**config.mk**
```make
export PLATFORM = sky130hd
export DESIGN_NAME = char_lcd_marquee_nibble_driver_core
export DESIGN_NICKNAME = d
export VERILOG_FILES = /design/src/clmnd_pkg.sv /design/src/clmnd_front.sv /design/src/clmnd_queue.sv /design/src/clmnd_back.sv /design/src/char_lcd_marquee_nibble_driver_core.sv
export SDC_FILE = /design/constraint.sdc
export NUM_CORES = 1
export LEC_CHECK = 0
export BUFFER_PORTS_ARGS = -buffer_cell sky130_fd_sc_hd__buf_4
export CORE_UTILIZATION = 63
export DETAILED_ROUTE_END_ITERATION = 8
export PLACE_DENSITY = 0.8
export SLEW_MARGIN = 20
export SYNTH_ARGS = -nofsm -noshare
export SYNTH_HDL_FRONTEND = slang
export SYNTH_SLANG_ARGS = --single-unit
```
**constraint.sdc**
```tcl
create_clock -name clk -period 3 [get_ports clk]
set_clock_uncertainty 0.15 [all_clocks]
set_input_delay 0.15 -clock clk [delete_from_list [all_inputs] [get_ports clk]]
set_output_delay 0.15 -clock clk [all_outputs]
set_load 0.02 [all_outputs]
```
**src/clmnd_pkg.sv**
```systemverilog
// Shared types and constants for the character LCD marquee nibble driver.
// No dependencies; every module of the block but clmnd_checker imports this package.
package clmnd_pkg;

	// Default sizes handed down from the top level
	localparam int unsigned BUFFER_LEN_DEF   = 40;
	localparam int unsigned VISIBLE_COLS_DEF = 16;

	// Position counters (write, read, scroll offset)
	localparam int unsigned POS_W = 6;

	// Command queue between front and back
	localparam int unsigned QUEUE_DEPTH = 2;

	// Instruction bytes
	localparam logic [7:0] INSTR_SET_DDRAM  = 8'h80;
	localparam logic [7:0] INSTR_SHIFT      = 8'h10;
	localparam logic [7:0] SHIFT_LEFT_BITS  = 8'h08;
	localparam logic [7:0] SHIFT_RIGHT_BITS = 8'h0C;

	// Saturation limit of the scroll offset
	localparam logic [POS_W-1:0] OFFSET_MAX = {POS_W{1'b1}};

	// Input request codes; code 3 is unused and ignored
	typedef enum logic [1:0] {
		MODE_PUT   = 2'd0,
		MODE_SYNC  = 2'd1,
		MODE_SHIFT = 2'd2
	} mode_t;

	// Nibble position within a queued command
	typedef enum logic [1:0] {
		STEP_INSTR_HI = 2'd0,
		STEP_INSTR_LO = 2'd1,
		STEP_DATA_HI  = 2'd2,
		STEP_DATA_LO  = 2'd3
	} step_t;

	// One queued command: an instruction byte, optionally followed by a data byte
	typedef struct packed {
		logic       is_sync;
		logic [7:0] instr;
		logic [7:0] data;
	} cmd_t;

endpackage

```
**src/clmnd_front.sv**
```systemverilog
// Front end: accepts requests, owns the text buffer and position state,
// and turns sync/shift requests into queued commands. Uses clmnd_pkg.
module clmnd_front #(
	parameter int unsigned BUFFER_LEN   = clmnd_pkg::BUFFER_LEN_DEF,
	parameter int unsigned VISIBLE_COLS = clmnd_pkg::VISIBLE_COLS_DEF
) (
	input  logic               clk,
	input  logic               arst_n,
	input  logic               in_valid,
	output logic               in_ready,
	input  logic [1:0]         mode,
	input  logic [7:0]         char_code,
	output logic               push_valid,
	input  logic               push_ready,
	output clmnd_pkg::cmd_t    push_cmd
);
	import clmnd_pkg::*;

	localparam int unsigned AW = $clog2(BUFFER_LEN);
	localparam logic [POS_W-1:0] BUF_LEN_P = POS_W'(BUFFER_LEN);
	localparam logic [POS_W-1:0] VIS_P     = POS_W'(VISIBLE_COLS);

	logic [7:0]       text_mem [BUFFER_LEN];
	logic [POS_W-1:0] write_pos_q, read_pos_q, scroll_offset_q;
	logic             scroll_right_q;

	logic             s1_valid_q;
	logic             s1_is_sync_s1;
	logic [7:0]       s1_instr_s1;
	logic [7:0]       rd_data_s1;

	logic             in_fire;
	logic             do_put, do_sync, do_shift;
	logic             s1_ready;
	logic [POS_W-1:0] offset_next;
	logic             right_next;
	logic [7:0]       shift_cmd;

	// Stage 1 frees when empty or when its command moves into the queue
	assign s1_ready = !s1_valid_q || push_ready;
	assign in_ready = s1_ready;
	assign in_fire  = in_valid && in_ready;

	// Classify the request
	always_comb begin
		do_put   = 1'b0;
		do_sync  = 1'b0;
		do_shift = 1'b0;
		unique case (mode_t'(mode))
			MODE_PUT:   do_put   = write_pos_q < BUF_LEN_P;
			MODE_SYNC:  do_sync  = read_pos_q < write_pos_q;
			MODE_SHIFT: do_shift = read_pos_q > VIS_P;
			default:    ;
		endcase
	end

	// Bouncing scroll offset
	always_comb begin
		offset_next = scroll_offset_q;
		right_next  = scroll_right_q;
		if (!scroll_right_q) begin
			if (scroll_offset_q != OFFSET_MAX)
				offset_next = scroll_offset_q + POS_W'(1);
			if (offset_next > (read_pos_q - VIS_P))
				right_next = 1'b1;
		end else begin
			if (scroll_offset_q != '0)
				offset_next = scroll_offset_q - POS_W'(1);
			if (offset_next == '0)
				right_next = 1'b0;
		end
	end

	assign shift_cmd = INSTR_SHIFT | (scroll_right_q ? SHIFT_RIGHT_BITS : SHIFT_LEFT_BITS);

	// Position and scroll state
	always_ff @(posedge clk or negedge arst_n) begin
		if (!arst_n) begin
			write_pos_q     <= '0;
			read_pos_q      <= '0;
			scroll_offset_q <= '0;
			scroll_right_q  <= 1'b0;
		end else if (in_fire) begin
			if (do_put)
				write_pos_q <= write_pos_q + POS_W'(1);
			if (do_sync)
				read_pos_q <= read_pos_q + POS_W'(1);
			if (do_shift) begin
				scroll_offset_q <= offset_next;
				scroll_right_q  <= right_next;
			end
		end
	end

	// Text buffer: one write port, one registered read port
	always_ff @(posedge clk) begin
		if (in_fire && do_put)
			text_mem[write_pos_q[AW-1:0]] <= char_code;
		if (in_fire && do_sync)
			rd_data_s1 <= text_mem[read_pos_q[AW-1:0]];
	end

	// Stage 1 valid
	always_ff @(posedge clk or negedge arst_n) begin
		if (!arst_n)
			s1_valid_q <= 1'b0;
		else if (s1_ready)
			s1_valid_q <= in_fire && (do_sync || do_shift);
	end

	// Stage 1 payload
	always_ff @(posedge clk) begin
		if (in_fire && (do_sync || do_shift)) begin
			s1_is_sync_s1 <= do_sync;
			s1_instr_s1   <= do_sync ? (INSTR_SET_DDRAM | {2'b00, read_pos_q}) : shift_cmd;
		end
	end

	assign push_valid       = s1_valid_q;
	assign push_cmd.is_sync = s1_is_sync_s1;
	assign push_cmd.instr   = s1_instr_s1;
	assign push_cmd.data    = rd_data_s1;

endmodule

```
**src/clmnd_queue.sv**
```systemverilog
// Small command queue decoupling the front end from the nibble sequencer.
// Uses clmnd_pkg for the command type and depth.
module clmnd_queue (
	input  logic               clk,
	input  logic               arst_n,
	input  logic               push_valid,
	output logic               push_ready,
	input  clmnd_pkg::cmd_t    push_cmd,
	output logic               pop_valid,
	input  logic               pop_ready,
	output clmnd_pkg::cmd_t    pop_cmd
);
	import clmnd_pkg::*;

	localparam int unsigned IW = $clog2(QUEUE_DEPTH);
	localparam int unsigned CW = $clog2(QUEUE_DEPTH + 1);

	cmd_t          entry_q [QUEUE_DEPTH];
	logic [IW-1:0] wr_ptr_q, rd_ptr_q;
	logic [CW-1:0] count_q;
	logic          push_fire, pop_fire;

	assign push_ready = count_q != CW'(QUEUE_DEPTH);
	assign pop_valid  = count_q != '0;
	assign push_fire  = push_valid && push_ready;
	assign pop_fire   = pop_valid && pop_ready;
	assign pop_cmd    = entry_q[rd_ptr_q];

	// Pointers and fill count
	always_ff @(posedge clk or negedge arst_n) begin
		if (!arst_n) begin
			wr_ptr_q <= '0;
			rd_ptr_q <= '0;
			count_q  <= '0;
		end else begin
			if (push_fire)
				wr_ptr_q <= (wr_ptr_q == IW'(QUEUE_DEPTH - 1)) ? '0 : wr_ptr_q + IW'(1);
			if (pop_fire)
				rd_ptr_q <= (rd_ptr_q == IW'(QUEUE_DEPTH - 1)) ? '0 : rd_ptr_q + IW'(1);
			if (push_fire && !pop_fire)
				count_q <= count_q + CW'(1);
			else if (pop_fire && !push_fire)
				count_q <= count_q - CW'(1);
		end
	end

	// Entry storage
	always_ff @(posedge clk) begin
		if (push_fire)
			entry_q[wr_ptr_q] <= push_cmd;
	end

endmodule

```
**src/clmnd_back.sv**
```systemverilog
// Back end: splits each queued command into bus nibbles, upper half first.
// Uses clmnd_pkg for the command type and step codes.
module clmnd_back (
	input  logic               clk,
	input  logic               arst_n,
	input  logic               pop_valid,
	output logic               pop_ready,
	input  clmnd_pkg::cmd_t    pop_cmd,
	output logic               out_valid,
	input  logic               out_ready,
	output logic               reg_select,
	output logic [3:0]         nibble,
	output logic               last
);
	import clmnd_pkg::*;

	logic  busy_q;
	cmd_t  cur_q;
	step_t step_q;
	logic  out_fire;
	logic  at_end;

	assign out_valid = busy_q;
	assign out_fire  = busy_q && out_ready;
	assign at_end    = cur_q.is_sync ? (step_q == STEP_DATA_LO) : (step_q == STEP_INSTR_LO);
	// Load the next command when idle or as the current one finishes
	assign pop_ready = !busy_q || (out_fire && at_end);

	// Sequencer state
	always_ff @(posedge clk or negedge arst_n) begin
		if (!arst_n) begin
			busy_q <= 1'b0;
			step_q <= STEP_INSTR_HI;
		end else if (pop_ready) begin
			busy_q <= pop_valid;
			step_q <= STEP_INSTR_HI;
		end else if (out_fire) begin
			step_q <= step_t'(step_q + 2'd1);
		end
	end

	// Current command
	always_ff @(posedge clk) begin
		if (pop_ready && pop_valid)
			cur_q <= pop_cmd;
	end

	// Nibble select
	always_comb begin
		unique case (step_q)
			STEP_INSTR_HI: nibble = cur_q.instr[7:4];
			STEP_INSTR_LO: nibble = cur_q.instr[3:0];
			STEP_DATA_HI:  nibble = cur_q.data[7:4];
			STEP_DATA_LO:  nibble = cur_q.data[3:0];
			default:       nibble = cur_q.instr[7:4];
		endcase
	end

	assign reg_select = (step_q == STEP_DATA_HI) || (step_q == STEP_DATA_LO);
	assign last       = at_end;

endmodule

```
**src/char_lcd_marquee_nibble_driver_core.sv**
```systemverilog
// Top level of the character LCD marquee nibble driver.
// Instantiates clmnd_front, clmnd_queue and clmnd_back; uses clmnd_pkg.
//
// A put request stores one character in a BUFFER_LEN-deep text buffer, a
// sync request sends the next unsent character as a set-address instruction
// plus data (four nibbles), and a shift request sends a display-shift
// instruction (two nibbles) once more than VISIBLE_COLS characters are out.
// The input side takes one request per cycle while in_ready is high. A
// request's nibbles pass stage 1, the command queue and the back end's
// command register, then leave one per cycle while out_ready is high. The
// single nibble output sets the sustained rate: a sync costs four nibbles,
// a shift two, a put or an ignored request none. A two-entry queue plus one
// front register let requests flow while earlier nibbles wait for out_ready.
module char_lcd_marquee_nibble_driver_core #(
	parameter int unsigned BUFFER_LEN   = clmnd_pkg::BUFFER_LEN_DEF,
	parameter int unsigned VISIBLE_COLS = clmnd_pkg::VISIBLE_COLS_DEF
) (
	input  logic       clk,
	input  logic       arst_n,
	input  logic       in_valid,
	output logic       in_ready,
	input  logic [1:0] mode,
	input  logic [7:0] char_code,
	output logic       out_valid,
	input  logic       out_ready,
	output logic       reg_select,
	output logic [3:0] nibble,
	output logic       last
);
	import clmnd_pkg::*;

	logic push_valid, push_ready;
	logic pop_valid, pop_ready;
	cmd_t push_cmd, pop_cmd;

	clmnd_front #(
		.BUFFER_LEN   (BUFFER_LEN),
		.VISIBLE_COLS (VISIBLE_COLS)
	) u_front (
		.clk        (clk),
		.arst_n     (arst_n),
		.in_valid   (in_valid),
		.in_ready   (in_ready),
		.mode       (mode),
		.char_code  (char_code),
		.push_valid (push_valid),
		.push_ready (push_ready),
		.push_cmd   (push_cmd)
	);

	clmnd_queue u_queue (
		.clk        (clk),
		.arst_n     (arst_n),
		.push_valid (push_valid),
		.push_ready (push_ready),
		.push_cmd   (push_cmd),
		.pop_valid  (pop_valid),
		.pop_ready  (pop_ready),
		.pop_cmd    (pop_cmd)
	);

	clmnd_back u_back (
		.clk        (clk),
		.arst_n     (arst_n),
		.pop_valid  (pop_valid),
		.pop_ready  (pop_ready),
		.pop_cmd    (pop_cmd),
		.out_valid  (out_valid),
		.out_ready  (out_ready),
		.reg_select (reg_select),
		.nibble     (nibble),
		.last       (last)
	);

endmodule

```
==> results.sh <==
export IMPL_criticalPathCategory="register to register"
export IMPL_antenna_found_initial=0
export IMPL_fin_tns_setup_ns=0
export IMPL_worstPathCellList="buf_4 > mux2i_1 > o22ai_1 > a211o_1 > a221oi_1 > a311oi_1"
export IMPL_min_path_type="input pin to register"
export IMPL_ant_nets=0
export IMPL_cp_num_buf_inv=1
export IMPL_die_y_um=165
export IMPL_via_count=9245
export IMPL_period_needed_ns=2.88
export IMPL_tightest_slew_ns=0.758
export IMPL_cap_violations=0
export IMPL_dp_slack_ns=0.168
export IMPL_synth_distinct_cells=60
export IMPL_synth_area_mm2=0.0168
export IMPL_gp_congestion=0.904
export IMPL_max_freq_mhz=347
export IMPL_htree_levels=2
export IMPL_synth_top_area_cell="edfxtp_1"
export IMPL_cts_tree="built"
export IMPL_finalWorstSetupSlack_ns=0.122
export IMPL_rsz0062_at_grt="no"
export IMPL_first_global_vias=9140
export IMPL_final_period_utilization=0.959
export IMPL_mostFrequentLayoutCell="edfxtp_1"
export IMPL_wl_mm=36.3
export IMPL_slowest_stage="dfrtp_4"
export IMPL_cp_start_kind="register"
export IMPL_grt_pass1_wl_mm=54.2
export IMPL_syn_area_per_cell_um2=17.5
export IMPL_cpPeakStageDelay_ns=0.68
export IMPL_synth_flop_cell="edfxtp_1"
export IMPL_peakVddDrop_v=0.000727
export IMPL_vias_per_cell=6.52
export IMPL_final_cell_mix="edfxtp_1 (384), buf_4 (79), mux2i_1 (65)"
export IMPL_nFillCells=1481
export IMPL_cts_root_buf="clkbuf_16"
export IMPL_area_growth_pct=13.4
export IMPL_cts_sinks=411
export IMPL_p_leak_uw=0.00660
export IMPL_layout_drive_gt1_share=0.210
export IMPL_setup_viol=0
export IMPL_critPathTopFamily="compound AO/OA/AOI/OAI gates"
export IMPL_clkTransAtPathRegs_ns=0.06
export IMPL_finalHoldViolCount=0
export IMPL_grt_max_degree=41
export IMPL_dp_hpwl_mm=22.3
export IMPL_ios=22
export IMPL_core_rowCount=59
export IMPL_synthArstFlopShare=0.0657
export IMPL_final_nets=1091
export IMPL_synth_edf_count=384
export IMPL_core_mm2=0.0261
export IMPL_critical_path_arrival_ns=2.98
export IMPL_power_density_mw_per_mm2=883
export IMPL_holdWs_ns=0.0441
export IMPL_cts_buffers_inserted=40
export IMPL_die_area_mm2=0.0273
export IMPL_drt_iter0_drc=1091
export IMPL_die_x_um=165
export IMPL_firstDrtPassIters=9
export IMPL_drc=0
export IMPL_antenna_cells=0
export IMPL_insertion_delay_ns=0.55
export IMPL_synth_top_cell_area_share=0.688
export IMPL_place_area_mm2=0.0175
export IMPL_finish_instance_area_mm2=0.0190
export IMPL_initial_core_util=0.643
export IMPL_synthCells=956
export IMPL_wl_per_cell_um=25.6
export IMPL_synthTopCellsByArea="edfxtp_1 (69%), mux4_2 (6.6%), dfrtp_1 (4.0%), mux2i_1 (3.9%), ha_1 (1.7%)"
export IMPL_worstPathRequired_ns=3.10
export IMPL_path_max_fanout=23
export IMPL_post_route_util=0.729
export IMPL_status="finished clean"
export IMPL_slew_headroom=0.495
export IMPL_grt_overflow_total=0
export IMPL_clk_path_buf_depth=3
export IMPL_synth_net_count=993
export IMPL_grt_total_usage=0.277
export IMPL_port_buffers=21
export IMPL_yosysSeqAreaShare=0.728
export IMPL_ys_seq_elements=411
export IMPL_endpoint_kind="register"
export IMPL_synth_warnings=0
export IMPL_slew_violations=0
[worst reg2reg max path: cells and delay by family, from the launching register on]
kind / cells / cell delay (ns)
AOI/OAI and AO/OA: 4 / 1.07
muxes: 1 / 0.30
buffers and inverters: 1 / 0.40
DFF: 1 / 0.68
[cells in the mapped netlist (6+ instances only)]
master and number:
edfxtp_1 384, mux2i_1 65, nand2_1 61, nor2_1 61, mux4_2 49, dfrtp_1 27
inv_1 26, ha_1 23, a21oi_1 20, nand3_1 20, o22ai_1 18, mux2_2 17
xnor2_1 12, a31oi_1 11, o21ai_0 11, clkbuf_1 10, a211o_1 9, a311oi_1 8
nand4_1 8, a221oi_1 7, buf_2 7, buf_4 6, nand2b_1 6
[cell families after synthesis]
kind of cell | count (synthesis) | synth area share
and+or+nand+nor | 193 | 0.0541
AOI/OAI and AO/OA | 111 | 0.0469
muxes | 133 | 0.119
adders and majority gates | 23 | 0.0172
DFF | 411 | 0.728
buffers and inverters | 69 | 0.0260
xor gates and xnor gates | 16 | 0.00836
[layer usage]
| layer | global-route usage | up-vias | share of wire |
|---|---|---|---|
| li1 | - | 3984 | - |
| met1 | 0.360 | 4594 | 0.37 |
| met2 | 0.464 | 547 | 0.50 |
| met3 | 0.0502 | 120 | 0.090 |
| met4 | 0.117 | 0 | 0.039 |
| met5 | 0 | - | 0 |
[flip-flops by register name, summed over array words and instances (netlist names), 2 cells and up]
register	flops
u_back.cur_q	16
u_back.step_q	2
u_front.rd_data_s1	8
u_front.read_pos_q	6
u_front.s1_instr_s1	7
u_front.scroll_offset_q	6
u_front.text_mem	320
u_front.write_pos_q	6
u_queue.count_q	2
u_queue.entry_q	32
[stage by stage]
stage	cells	power [uW]
after floorplan	956	10400
after global placement	1332	11500
after detailed placement	1332	11700
after CTS	1417	16700
after global routing	1418	17400
final	1418	16800
[where the power goes]
part	internal (uW)	total (uW)	leakage, uW	switching [uW]
clock	2990	5050	0.000653	2070
combinational	1990	4570	0.00216	2580
sequential	6680	7170	0.00378	489
[worst paths after layout]
check                           slack (ns)  cells past startpoint                  start                    endpoint
worst max-delay path                  0.12                      6  u_front.read_pos_q[1]       u_front.rd_data_s1[1]
worst min-delay path                  0.04                      3                mode[1]  u_front.scroll_offset_q[4]
worst max register to register        0.12                      6  u_front.read_pos_q[1]       u_front.rd_data_s1[1]
worst min register to register        0.30                      0  u_front.rd_data_s1[1]       u_queue.entry_q[0][1]
max in group asynchronous             2.02                      4                 arst_n       u_front.read_pos_q[0]
min in group asynchronous             0.48                      4                 arst_n      u_front.write_pos_q[3]
[final cells by class]
| class | count | area (um2) | share of cell area |
|---|---|---|---|
| repair buffers | 96 | 803 | 0.0423 |
| flip-flops and latches | 411 | 12200 | 0.643 |
| clock buffers | 52 | 1120 | 0.0589 |
| inverters | 29 | 109 | 0.00573 |
| clock inverters | 19 | 220 | 0.0116 |
| multi-input cells | 476 | 4120 | 0.217 |
| well taps | 335 | 419 | 0.0221 |
[repair_timing]
action / CTS / global route
endpoints found under the hold margin: 351 / 0
setup endpoints to repair: 0 / 25
hold buffers: 14 / 0
setup buffers: 0 / 1
resized for setup: 0 / 2
Note: power is estimated with default switching activity, not from simulation.
